`src/hw/rtl/respawn_round_robin_queues_macros.svh`:
```
// Assertion macros for the respawn round-robin queues.
// Used by the top level; expects clk and rst in scope.
`ifndef RESPAWN_ROUND_ROBIN_QUEUES_MACROS_SVH
`define RESPAWN_ROUND_ROBIN_QUEUES_MACROS_SVH

// Same-cycle implication.
`define RRQ_ASSERT_IMPL(lbl, ante, cons, msg) \
  lbl: assert property (@(posedge clk) disable iff (rst) (ante) |-> (cons)) else $error(msg);

// Next-cycle implication.
`define RRQ_ASSERT_NEXT(lbl, ante, cons, msg) \
  lbl: assert property (@(posedge clk) disable iff (rst) (ante) |=> (cons)) else $error(msg);

`endif

```
`src/hw/rtl/rrq_pkg.sv`:
```
// Package for the respawn round-robin queues: sizes, codes and types.
// No dependencies.
package rrq_pkg;

  localparam int TEAMS    = 4;
  localparam int SLOTS    = 16;
  localparam int FUNC_W   = 2;
  localparam int TEAM_W   = 2;
  localparam int ID_W     = 4;
  localparam int STATUS_W = 2;

  localparam logic [FUNC_W-1:0] FUNC_ENQ = 2'd0;
  localparam logic [FUNC_W-1:0] FUNC_DEQ = 2'd1;
  localparam logic [FUNC_W-1:0] FUNC_REM = 2'd2;

  localparam logic [STATUS_W-1:0] STATUS_OK    = 2'd0;
  localparam logic [STATUS_W-1:0] STATUS_EMPTY = 2'd1;
  localparam logic [STATUS_W-1:0] STATUS_FULL  = 2'd2;

  typedef struct packed {
    logic            valid;
    logic [ID_W-1:0] id;
  } slot_t;

  typedef slot_t [TEAMS-1:0] slot_vec_t;

  typedef enum logic [1:0] {
    OP_HOLD,
    OP_ENQ,
    OP_DEQ,
    OP_REM
  } cell_op_t;

  typedef struct packed {
    cell_op_t          op;
    logic [TEAM_W-1:0] team;
    logic [ID_W-1:0]   id;
    logic [ID_W-1:0]   head;
  } cell_cmd_t;

  typedef enum logic {
    ST_IDLE,
    ST_REMOVE
  } state_t;

endpackage

```
`src/hw/rtl/rrq_in_if.sv`:
```
// Input channel of the respawn round-robin queues: valid/ready plus operation fields.
// Depends on rrq_pkg.
interface rrq_in_if;
  import rrq_pkg::*;

  logic              valid;
  logic              ready;
  logic [FUNC_W-1:0] func;
  logic [TEAM_W-1:0] team_index;
  logic [ID_W-1:0]   player_id;

  modport source (output valid, func, team_index, player_id, input ready);
  modport sink (input valid, func, team_index, player_id, output ready);
endinterface

```
`src/hw/rtl/rrq_out_if.sv`:
```
// Output channel of the respawn round-robin queues: valid/ready plus result fields.
// Depends on rrq_pkg.
interface rrq_out_if;
  import rrq_pkg::*;

  logic                valid;
  logic                ready;
  logic [ID_W-1:0]     out_player;
  logic [STATUS_W-1:0] status;

  modport source (output valid, out_player, status, input ready);
  modport sink (input valid, out_player, status, output ready);
endinterface

```
`src/hw/rtl/rrq_cell.sv`:
```
// One slot position of every team queue; takes its right neighbor on shifts.
// Depends on rrq_pkg.
module rrq_cell (
  input  logic                        clk,
  input  logic                        rst,
  input  rrq_pkg::cell_cmd_t          cmd,
  input  rrq_pkg::slot_vec_t          right,
  input  logic [rrq_pkg::TEAMS-1:0]   left_valid,
  input  logic [rrq_pkg::TEAMS-1:0]   gap_in,
  output logic [rrq_pkg::TEAMS-1:0]   gap_out,
  output rrq_pkg::slot_vec_t          slots,
  output logic                        match
);
  import rrq_pkg::*;

  slot_vec_t        slots_next;
  logic [TEAMS-1:0] dead;
  logic [TEAMS-1:0] sel;

  always_comb begin
    slots_next = slots;
    for (int t = 0; t < TEAMS; t++) begin
      dead[t]    = slots[t].valid && (slots[t].id == cmd.id);
      gap_out[t] = gap_in[t] || dead[t];
      sel[t]     = (int'(cmd.team) == t);
      case (cmd.op)
        OP_ENQ: begin
          if (sel[t] && !slots[t].valid && left_valid[t]) begin
            slots_next[t] = '{valid: 1'b1, id: cmd.id};
          end
        end
        OP_DEQ: begin
          if (sel[t]) begin
            if (slots[t].valid && !right[t].valid) begin
              slots_next[t] = '{valid: 1'b1, id: cmd.head};
            end else begin
              slots_next[t] = right[t];
            end
          end
        end
        OP_REM: begin
          if (gap_out[t]) begin
            slots_next[t] = right[t];
          end
        end
        default: begin
        end
      endcase
    end
    match = |dead;
  end

  always_ff @(posedge clk) begin
    if (rst) begin
      slots <= '0;
    end else begin
      slots <= slots_next;
    end
  end

endmodule

```
`src/hw/rtl/respawn_round_robin_queues.sv`:
```
// Respawn round-robin queues: one packed queue per team, held in a chain of slot cells.
// Enqueue, dequeue and unused codes: result registered in the cycle after accept;
// one transaction per cycle while the output is taken. Remove: one occurrence per queue
// drops each cycle; result once no copy of the id is left; no input is taken meanwhile.
// Synchronous reset empties every slot and the output register.
// Depends on rrq_pkg, rrq_in_if, rrq_out_if, rrq_cell and the assertion macro header.
`include "respawn_round_robin_queues_macros.svh"

module respawn_round_robin_queues (
  input logic      clk,
  input logic      rst,
  rrq_in_if.sink   req,
  rrq_out_if.source rsp
);
  import rrq_pkg::*;

  slot_vec_t           cell_q     [SLOTS];
  slot_vec_t           cell_right [SLOTS];
  logic [TEAMS-1:0]    cell_left  [SLOTS];
  logic [TEAMS-1:0]    gap        [SLOTS+1];
  logic [SLOTS-1:0]    match_vec;
  logic                any_match;

  cell_cmd_t           cmd;
  state_t              state;
  state_t              state_next;
  logic [ID_W-1:0]     rem_id;
  logic [ID_W-1:0]     rem_id_next;
  logic                out_valid;
  logic [ID_W-1:0]     out_player;
  logic [STATUS_W-1:0] out_status;
  logic [ID_W-1:0]     player_next;
  logic [STATUS_W-1:0] status_next;
  logic                load;
  logic                out_free;
  logic                in_fire;
  logic                team_ok;
  slot_t               head;
  logic                full;
  logic                pack_err;

  assign gap[0] = '0;

  for (genvar s = 0; s < SLOTS; s++) begin : g_cell
    if (s == SLOTS - 1) begin : g_last
      assign cell_right[s] = '0;
    end else begin : g_mid
      assign cell_right[s] = cell_q[s+1];
    end
    for (genvar t = 0; t < TEAMS; t++) begin : g_left
      if (s == 0) begin : g_first
        assign cell_left[s][t] = 1'b1;
      end else begin : g_rest
        assign cell_left[s][t] = cell_q[s-1][t].valid;
      end
    end
    rrq_cell u_cell (
      .clk       (clk),
      .rst       (rst),
      .cmd       (cmd),
      .right     (cell_right[s]),
      .left_valid(cell_left[s]),
      .gap_in    (gap[s]),
      .gap_out   (gap[s+1]),
      .slots     (cell_q[s]),
      .match     (match_vec[s])
    );
  end

  assign any_match = |match_vec;
  assign team_ok   = (int'(req.team_index) < TEAMS);
  assign head      = cell_q[0][req.team_index];
  assign full      = cell_q[SLOTS-1][req.team_index].valid;
  assign out_free  = !out_valid || rsp.ready;
  assign req.ready = (state == ST_IDLE) && out_free;
  assign in_fire   = req.valid && req.ready;

  assign rsp.valid      = out_valid;
  assign rsp.out_player = out_player;
  assign rsp.status     = out_status;

  always_comb begin
    state_next  = state;
    rem_id_next = rem_id;
    load        = 1'b0;
    player_next = '0;
    status_next = STATUS_OK;
    cmd         = '{op: OP_HOLD, team: req.team_index, id: req.player_id, head: head.id};
    case (state)
      ST_IDLE: begin
        if (in_fire) begin
          load = 1'b1;
          case (req.func)
            FUNC_ENQ: begin
              if (team_ok && !full) begin
                cmd.op = OP_ENQ;
              end else begin
                status_next = STATUS_FULL;
              end
            end
            FUNC_DEQ: begin
              if (team_ok && head.valid) begin
                cmd.op      = OP_DEQ;
                player_next = head.id;
              end else begin
                status_next = STATUS_EMPTY;
              end
            end
            FUNC_REM: begin
              load        = 1'b0;
              cmd.op      = OP_REM;
              rem_id_next = req.player_id;
              state_next  = ST_REMOVE;
            end
            default: begin
            end
          endcase
        end
      end
      ST_REMOVE: begin
        cmd.op = OP_REM;
        cmd.id = rem_id;
        if (!any_match) begin
          load       = 1'b1;
          state_next = ST_IDLE;
        end
      end
      default: begin
        state_next = ST_IDLE;
      end
    endcase
  end

  always_ff @(posedge clk) begin
    if (rst) begin
      state <= ST_IDLE;
    end else begin
      state <= state_next;
    end
  end

  always_ff @(posedge clk) begin
    rem_id <= rem_id_next;
    if (load) begin
      out_player <= player_next;
      out_status <= status_next;
    end
    if (rst) begin
      out_valid <= 1'b0;
    end else if (load) begin
      out_valid <= 1'b1;
    end else if (rsp.ready) begin
      out_valid <= 1'b0;
    end
  end

  always_comb begin
    pack_err = 1'b0;
    for (int s = 0; s < SLOTS - 1; s++) begin
      for (int t = 0; t < TEAMS; t++) begin
        pack_err = pack_err || (cell_q[s+1][t].valid && !cell_q[s][t].valid);
      end
    end
  end

  `RRQ_ASSERT_IMPL(a_queues_packed, 1'b1, !pack_err, "queue slots not packed at the front")
  `RRQ_ASSERT_IMPL(a_remove_out_empty, state == ST_REMOVE, !out_valid, "output busy during remove")
  `RRQ_ASSERT_NEXT(a_remove_done, state == ST_REMOVE && !any_match, out_valid && out_status == STATUS_OK && out_player == '0, "remove result missing")

endmodule
```
`src/flat_wrapper.sv`:
```
// flat-port wrapper written by rule: the top's interface ports become plain ports
module respawn_round_robin_queues_flat import rrq_pkg::*;
  (clk, rst, req_valid, req_func, req_team_index, req_player_id, req_ready, rsp_valid, rsp_out_player, rsp_status, rsp_ready);
  rrq_in_if req_i ();
  rrq_out_if rsp_i ();
  input logic clk;
  input logic rst;
  input wire logic [$bits(req_i.valid)-1:0] req_valid;
  input wire logic [$bits(req_i.func)-1:0] req_func;
  input wire logic [$bits(req_i.team_index)-1:0] req_team_index;
  input wire logic [$bits(req_i.player_id)-1:0] req_player_id;
  output wire logic [$bits(req_i.ready)-1:0] req_ready;
  output wire logic [$bits(rsp_i.valid)-1:0] rsp_valid;
  output wire logic [$bits(rsp_i.out_player)-1:0] rsp_out_player;
  output wire logic [$bits(rsp_i.status)-1:0] rsp_status;
  input wire logic [$bits(rsp_i.ready)-1:0] rsp_ready;
  assign req_i.valid = req_valid;
  assign req_i.func = req_func;
  assign req_i.team_index = req_team_index;
  assign req_i.player_id = req_player_id;
  assign req_ready = req_i.ready;
  assign rsp_valid = rsp_i.valid;
  assign rsp_out_player = rsp_i.out_player;
  assign rsp_status = rsp_i.status;
  assign rsp_i.ready = rsp_ready;
  respawn_round_robin_queues u_core (.clk(clk), .rst(rst), .req(req_i), .rsp(rsp_i));
endmodule
```
`config.mk`:
```
export PLATFORM = sky130hd
export DESIGN_NAME = respawn_round_robin_queues_flat
export DESIGN_NICKNAME = d
export VERILOG_FILES = /design/src/hw/rtl/rrq_pkg.sv /design/src/hw/rtl/rrq_in_if.sv /design/src/hw/rtl/rrq_out_if.sv /design/src/hw/rtl/rrq_cell.sv /design/src/hw/rtl/respawn_round_robin_queues.sv /design/src/flat_wrapper.sv
export VERILOG_INCLUDE_DIRS = /design/src /design/src/hw/rtl
export SDC_FILE = /design/constraint.sdc
export NUM_CORES = 1
export LEC_CHECK = 0
export ABC_CLOCK_PERIOD_IN_PS = 10400
export BUFFER_PORTS_ARGS = -buffer_cell sky130_fd_sc_hd__buf_2
export CORE_MARGIN = 2
export CORE_UTILIZATION = 55
export CTS_BUF_LIST = sky130_fd_sc_hd__clkbuf_4 sky130_fd_sc_hd__clkbuf_8
export DETAILED_ROUTE_END_ITERATION = 8
export PLACE_DENSITY_LB_ADDON = 0.05
export SLEW_MARGIN = 5
export SYNTH_ARGS = -nofsm -noshare
export SYNTH_HDL_FRONTEND = slang
export SYNTH_HIERARCHICAL = 1
export SYNTH_SLANG_ARGS = --single-unit
```
`constraint.sdc`:
```
create_clock -name clk -period 10.4 [get_ports clk]
set_input_delay 2.08 -clock clk [delete_from_list [all_inputs] [get_ports clk]]
set_output_delay 2.08 -clock clk [all_outputs]
set_load 0.01 [all_outputs]
```
# After elaboration in Yosys (flattened, before gate mapping)

Index checks and enable logic that the tools add are counted.
W data, S select, Z words.

Flip-flop bits (word level): 332
Output and inout port bits: 8
Logic and storage cells: 1133

Order comparisons: 1
Eq/ne operators: 204
Mux-type cells: 343
Bitwise logic cells: 4
Reduce and logical (&&, ||, !) cells: 448

Operators with widths:

| kind                 | count |
|---|---|
| $mux W5              | 258 |
| $pmux W5 S3          | 64 |
| $ne A2 B2 Y1 const B | 132 |
| $eq A4 B4 Y1         | 64 |
| $reduce_and A4 Y1    | 64 |
| $logic_and A1 B1 Y1  | 250 |
| $logic_not A1 Y1     | 65 |
| $reduce_or A64 Y1    | 1 |
| $logic_or A1 B1 Y1   | 61 |
| $bmux W5 S2          | 2 |
| $eq A2 B2 Y1 const B | 5 |
| $mux W1              | 10 |
| $pmux W2 S2          | 2 |
| $eq A2 B1 Y1 const B | 3 |
| $mux W2              | 3 |
| $pmux W2 S3          | 1 |
| $logic_not A2 Y1     | 2 |
| $mux W4              | 1 |
| $not A1 Y1           | 4 |
| $pmux W1 S2          | 2 |
| $reduce_or A4 Y1     | 1 |
| $lt A2 B3 Y1 const B | 1 |
| $reduce_and A3 Y1    | 1 |
| $reduce_bool A3 Y1   | 1 |
| other kinds (2)      | 2 |

# Longest topological paths before layout

Gate-level depths: netlist (run 1).

Word-level depth: 20
Depth in mapped cells: 37
Mapped depth without buffers: 35

# By module

The synthesis (run 1) kept the hierarchy.

Modules (own cells, without submodules):

| module                                 | times used | cells an instance | area each (sq um) |
|---|---|---|---|
| rrq_cell (u_core.g_cell[0].u_cell ...) | 15         | 188               | 1547.7 |
| rrq_cell (u_core.g_cell[8].u_cell)     | 1          | 201               | 1736.7 |
| respawn_round_robin_queues             | 1          | 58                | 752.0 |

# Worst setup path before layout (run 1)

OpenSTA, ideal clock, no wires.

Path kind: input to register
Start: input port req_player_id[1]
End: register u_core/g_cell[15].u_cell/slots[0] (netlist name)
Arrival time: 6.778 ns
Required time: 10.309 ns
Path slack: 3.530 ns
Stages on the path: 36
Path buffers: 1
Cell sequence: mux2_2 > buf_4 > xor2_2 > nor3_2 > a31oi_1 > inv_1 > a31oi_1 > inv_1 > a31oi_1 > inv_1 > a31oi_1 > inv_1 > a31oi_1 > inv_1 > a31oi_1 > inv_1 > a31oi_1 > inv_1 > a31oi_1 > inv_1 > nand2b_1 > a31oi_1 > inv_1 > a31oi_1 > inv_1 > a31oi_1 > inv_1 > a31oi_1 > inv_1 > a31oi_1 > inv_1 > a31oi_1 > inv_1 > a311o_1 > and2_4 > a311oi_1

RTL lines:

| what                   | line               | source |
|---|---|---|
| start: declaration     | flat_wrapper.sv:11 | `input wire logic [$bits(req_i.player_id)-1:0] req_player_id;` |
| end signal: assignment | rrq_cell.sv:57     | `slots <= slots_next;` |
| end: declaration       | rrq_cell.sv:11     | `output rrq_pkg::slot_vec_t slots,` |

==> summary.md, run 1 <==
| Metric | Value |
|---|---|
| Vias | 24711 |
| RSZ-0062 raised after global routing | no |
| Part of the cycle the worst path needs | 75.40% |
| Area grow syn2layout | 5.754% |
| FMAX | 127.5 MHz |
| Slowest CP cell | mux2_8 |
| Clock power frac | 37.7% |
| Chip width | 220.1 um |
| First-pass GRT wire length | 126.4 mm |
| P_leak | 0.008873 uW |
| First-pass iteration count of the detailed router | 6 |
| Sw frac | 34.07% |
| Gr ovfl total | 0 |
| Status | finished clean |
| # Max-Cap Violations | 0 |
| Setup crit start kind | primary input |
| Clock tree buffer depth | 3 |
| Slew Limit Fails | 0 |
| N_diodes | 0 |
| Initial antenna violation count | 0 |
| Core area | 46360 sq um |
| CP Buf/Inv Count | 15 |
| Starting Density | 55.40% |
| Arr. time, crit path | 8460 ps |
| Mapped Area | 25680 sq um |
| CTS Buf Count | 60 |
| Power Internal | 2386 uW |
| Drt drc | 0 |
| Switching Power | 1233 uW |
| # IOs | 20 |
| Hold depth | 2 |
| Critical Path Max Stage Delay | 530 ps |
| Final HPWL DP | 50.33 mm |
| Largest net degree at the start of global routing | 229 |
| Worst VDD drop | 0.0001180 V |
| Family with the most delay on the worst path | compound AO/OA/AOI/OAI gates |
| Slew margin rel. | 21.40% |
| Hold Fails Final Rpt | 0 |
| Crit Path Category | primary input to register |
| Pwr/cell area | 133.3 nW/um^2 |
| Worst Clk Skew | 34.40 ps |
| Remaining antenna violation count after routing | 0 |
| Clock transition at path regs | 60 ps |
| Root Driver | clkbuf_8 |
| Final WL | 80.73 mm |
| TritonCTS clock tree | built |
| # rows | 79 |
| Tightest Pin Transition | 1179 ps |
| Wire per inst | 22.07 um |
| Critical path depth | 36 |
| CP Capture Type | register |
| CTS sink count | 332 |
| Post-Layout Cell Count | 3658 |
| H-tree Lvls | 2 |
| Die area | 48440 sq um |
| Synth Warn # | 6 |
| Worst R2R Setup Slack | 3300 ps |
| RePlAce Congestion | 0.8771 |
| Worst Hold Class | register to register |
| Layout Nets | 3013 |
| Drt first-iter violations | 2535 |
| Post_cts resized | 0 |
| Seq pwr share | 39.9% |
| Crit path max fanout | 49 |
| All-Layer GR Usage | 32.35% |
| Mapped Cells | 3075 |
| Post-DR vias/cell | 6.755 |
| Reg2Reg Depth | 35 |
| I/O Buffers | 19 |
| Post-CTS Setup Bufs | 0 |
| Setup TNS | 0 ps |
| Syn avg cell area | 8.352 sq um |
| Clock Latency Late Sink | 720 ps |
| Layout cell share with drive strength beyond 1 | 13.21% |
| Die outline height | 220.1 um |
| CP required | 11020 ps |
| Setup violations, final | 0 |
| # placed instances | 3546 |
| Hold-fix buffers, CTS | 0 |
| Tmin final | 7842 ps |
| Vias in the first global route | 23045 |
| Logic pwr share | 22.4% |
==> layer usage <==
layer	part of all wire, %	wire, um	up-vias	track usage, %
li1	-	-	11473	-
met1	44	35470	11992	43.79
met2	46	36880	1051	52.06
met3	7.5	6019	195	5.493
met4	2.9	2356	0	10.89
met5	0	0	-	0
==> sequential cells by signal, summed over array words and instances (netlist names) <==
register,cells
u_core/g_cell.u_cell/slots,320
u_core/rem_id,4
u_core/rsp.status,2
u_core/state,1
u_core/rsp.valid,1
u_core/rsp.out_player,4
==> worst min-delay path, delay by kind of cell (launching register included) <==
kind | cells | cell delay (ps)
AO/OA/AOI/OAI | 1 | 50
AND/OR/NAND/NOR | 1 | 70
flip-flops | 1 | 330
==> power groups by stage <==
stage               combinational, uW  clock, uW  sequential [uW]
floorplan                         616          0             1440
finish                            809       1370             1440
CTS                               790       1390             1440
detailed placement                787          0             1470
global route                      870       1450             1450
global placement                  771          0             1470
==> cell usage in the layout (no fill, tap or decap), drive strengths merged, types with 91 or more instances in the layout <==
cell type and count:
a21o 120, a21oi 361, a221oi 120, clkbuf 98, dfxtp 322, nand2b 173, nand3 318, nor3 121
nor3b 111, o21ai 91, xor2 196
==> final timing paths <==
path	start	endpoint
setup / recovery	req_player_id[0]	u_core/g_cell[15].u_cell/slots[2]
hold / removal	u_core/g_cell[3].u_cell/slots[15]	u_core/g_cell[3].u_cell/slots[15]
setup reg to reg	u_core/state	u_core/g_cell[15].u_cell/slots[2]
hold reg to reg	u_core/g_cell[3].u_cell/slots[15]	u_core/g_cell[3].u_cell/slots[15]
==> area by class of cell <==
cell class                      instances  area (sq um)
Clock buffer                           98          1242
Clock inverter                         14         82.58
Fill cell                            4255         19200
Inverter                               62         232.7
Multi-Input combinational cell       2505         17780
Sequential cell                       332          6746
Tap cell                              607         759.5
Timing Repair Buffer                   40         317.8
==> through the flow <==
step                hold slack, ps  worst slack, ps  instance area, sq um  power (uW)  util, %
floorplan                    463.5             3530                 25810        2052        -
global placement             484.6             2055                 25830        2240    55.73
detailed placement           489.1             2062                 25830        2257    55.73
CTS                          496.7             2771                 27160        3623    58.59
global route                 511.5             2182                 27160        3772    58.59
finish                       494.2             2559                 27160        3619    58.59
(Power assumes the default switching activity.)
==> inputs of run 2 (changes only) <==
ABC_CLOCK_PERIOD_IN_PS = 6700   (was 10400)
clock period = 6.7 ns   (was 10.4 ns; I/O delays follow)
==> summary.md, run 2 (synthesized netlist as in run 1, its figures left out) <==
| Metric | Value |
|---|---|
| Status | finished clean (unchanged) |
| Die area | 48440 sq um (unchanged) |
| Clock transition at path regs | 60 ps (about the same) |
| Slowest CP cell | a311o_1 (was mux2_8) |
| Final WL | 80.97 mm (was 80.73 mm) |
| P_leak | 0.009195 uW (was 0.008873 uW) |
| Slack of the critical path | 298.2 ps (was 2559 ps) |
| First-pass GRT wire length | 127.2 mm (was 126.4 mm) |
| Crit path max fanout | 5 (was 49) |
| FMAX | 156.2 MHz |
| Slew Limit Fails | 0 (unchanged) |
| N_diodes | 0 (unchanged) |
| CP dominant cell by count | inv_1 |
| Chip width | 220.1 um (unchanged) |
| Starting Density | 55.40% (unchanged) |
| CP required | 7260 ps (was 11020 ps) |
| # IOs | 20 (unchanged) |
| Layout Nets | 3094 (was 3013) |
| Commonest non-fill, non-tap cell in the layout | a21oi_1 (unchanged) |
| Post-DR vias/cell | 6.698 (was 6.755) |
| Setup violations, final | 0 (unchanged) |
| Hold Fails Final Rpt | 0 (unchanged) |
| CTS Buf Count | 67 (was 60) |
| Die outline height | 220.1 um (unchanged) |
| All-Layer GR Usage | 32.69% (was 32.35%) |
| Max FFs per register | 320 (unchanged) |
| Worst VDD drop | 0.0001798 V (was 0.0001180 V) |
| Drt drc | 0 (unchanged) |
| Seq pwr share | 39.8% (was 39.9%) |
| Clock power frac | 36.9% (was 37.7%) |
| Reg2Reg Depth | 35 (unchanged) |
| Total power | 5640 uW (was 3619 uW) |
| Critical Path Max Stage Delay | 390 ps (was 530 ps) |
| Fin Hold WS | 490.1 ps (was 494.2 ps) |
| RePlAce Congestion | 0.8786 (was 0.8771) |
| Setup crit start kind | primary input (unchanged) |
| Hold depth | 2 (unchanged) |
| Pre-CTS setup slack | -695.9 ps (was 2062 ps) |
| TritonCTS clock tree | built (unchanged) |
| Reg with most FFs | u_core/g_cell.u_cell/slots (unchanged) |
| Switching Power | 1908 uW (was 1233 uW) |
| Tmin final | 6402 ps |
| Clock Latency Late Sink | 660 ps (was 720 ps) |
| Tightest Pin Transition | 1094 ps (was 1179 ps) |
| First-pass iteration count of the detailed router | 6 (unchanged) |
| Worst Clk Skew | 23.22 ps (was 34.40 ps) |
| Remaining antenna violation count after routing | 0 (unchanged) |
| Area grow syn2layout | 8.180% (was 5.754%) |
| Crit Path Category | primary input to register (unchanged) |
| Hold-fix buffers, CTS | 0 (unchanged) |
| Wire per inst | 21.74 um (was 22.07 um) |
| Core area | 46360 sq um (unchanged) |
| Clock tree buffer depth | 3 (unchanged) |
| Final Util | 59.93% (was 58.59%) |
| Drt first-iter violations | 2530 (was 2535) |
| CP Capture Type | register (unchanged) |
| Sw frac | 33.84% (was 34.07%) |
| Commonest non-fill, non-tap cells in the layout | 346 x a21oi_1, 322 x dfxtp_1, 318 x nand3_1 (unchanged) |
| Logic pwr share | 23.3% (was 22.4%) |
| Vias | 24943 (was 24711) |
| Vias in the first global route | 23617 (was 23045) |
| Power Internal | 3731 uW (was 2386 uW) |
| Arr. time, crit path | 6960 ps (was 8460 ps) |
| Pwr/cell area | 203.0 nW/um^2 (was 133.3 nW/um^2) |
| I/O Buffers | 19 (unchanged) |
| Fillers | 4207 (was 4255) |
| Slew margin rel. | 27.06% (was 21.40%) |
| CTS sink count | 332 (unchanged) |
| # rows | 79 (unchanged) |
| Part of the cycle the worst path needs | 95.55% |
| # Max-Cap Violations | 0 (unchanged) |
| Worst Hold Class | register to register (unchanged) |
| Worst R2R Setup Slack | 460 ps (was 3300 ps) |
| Regs by FF count | u_core/g_cell.u_cell/slots (320), u_core/rem_id (4), u_core/rsp.out_player (4) (unchanged) |
| Initial antenna violation count | 0 (unchanged) |
| Root Driver | clkbuf_8 (unchanged) |
| Gr ovfl total | 0 (unchanged) |
| Largest net degree at the start of global routing | 156 (was 229) |
| Layout cell share with drive strength beyond 1 | 15.40% (was 13.21%) |
| Final HPWL DP | 52.64 mm (was 50.33 mm) |
| H-tree Lvls | 3 (was 2) |
==> run 2: cell types whose count changed in the layout (fill, tap and decap cells not counted) <==
cell / delta
a31oi_1: -11
a31oi_2: +9
a31oi_4: +2
buf_12: +3
buf_4: +71
clkbuf_4: +3
clkbuf_8: -3
clkinv_2: -10
clkinvlp_4: +2
inv_6: +1
inv_8: -1
==> run 2: area by class of cell <==
cell class                      count  area [sq um]  share of cell area, %
Clock buffer                       98          1224                  4.404
Multi-Input combinational cell   2505         17860                  64.30
Tap cell                          607         759.5                  2.734
Timing Repair Buffer              114         910.9                  3.279
Sequential cell                   332          6746                  24.28
Inverter                           62         232.7                 0.8376
Clock inverter                      6         45.04                 0.1621
==> run 2: repair_timing <==
action | in CTS | in global routing
pin swaps | 0 | 2
buffers inserted | 0 | 3
resized for setup | 1 | 12
setup endpoints to repair | 4 | 10
endpoints found under the hold margin | 0 | 0
==> run 2: through the flow <==
stage	setup TNS [ps]	instance area (sq um)	std cells
floorplan	0	25810	3110
global placement	-5706	26410	3617
detailed placement	-7027	26410	3617
CTS	0	27680	3721
global route	-46.15	27780	3724
finish	0	27780	3724
==> run 2: path summary, 6_finish.rpt <==
kind | end | start
setup / recovery | u_core/g_cell[15].u_cell/slots[2] | req_player_id[3]
hold / removal | u_core/g_cell[2].u_cell/slots[15] | u_core/g_cell[2].u_cell/slots[15]
setup reg to reg | u_core/g_cell[15].u_cell/slots[2] | u_core/state
hold reg to reg | u_core/g_cell[2].u_cell/slots[15] | u_core/g_cell[2].u_cell/slots[15]
==> run 2: metal layers <==
layer / vias to the layer above / global-route usage (%) / share of wire (%)
li1: 11622 / - / -
met2: 1016 / 52.63 / 46
met4: 0 / 11.34 / 2.6
met3: 178 / 5.493 / 7.2
met5: - / 0 / 0
met1: 12127 / 44.14 / 44
==> run 2: critical path: cells and delay by family <==
kind                      cells  cell delay (ps)
AOI/OAI and AO/OA            16             3270
xor gates and xnor gates      1              140
buffers and inverters        15             1430
muxes                         1              300
and+or+nand+nor               3              450
==> run 2: power groups by stage <==
stage	combinational, uW	clock [uW]	sequential, uW
floorplan	956	0	2230
global placement	1250	0	2280
detailed placement	1270	0	2280
CTS	1280	2120	2240
global route	1410	2210	2260
finish	1310	2080	2240
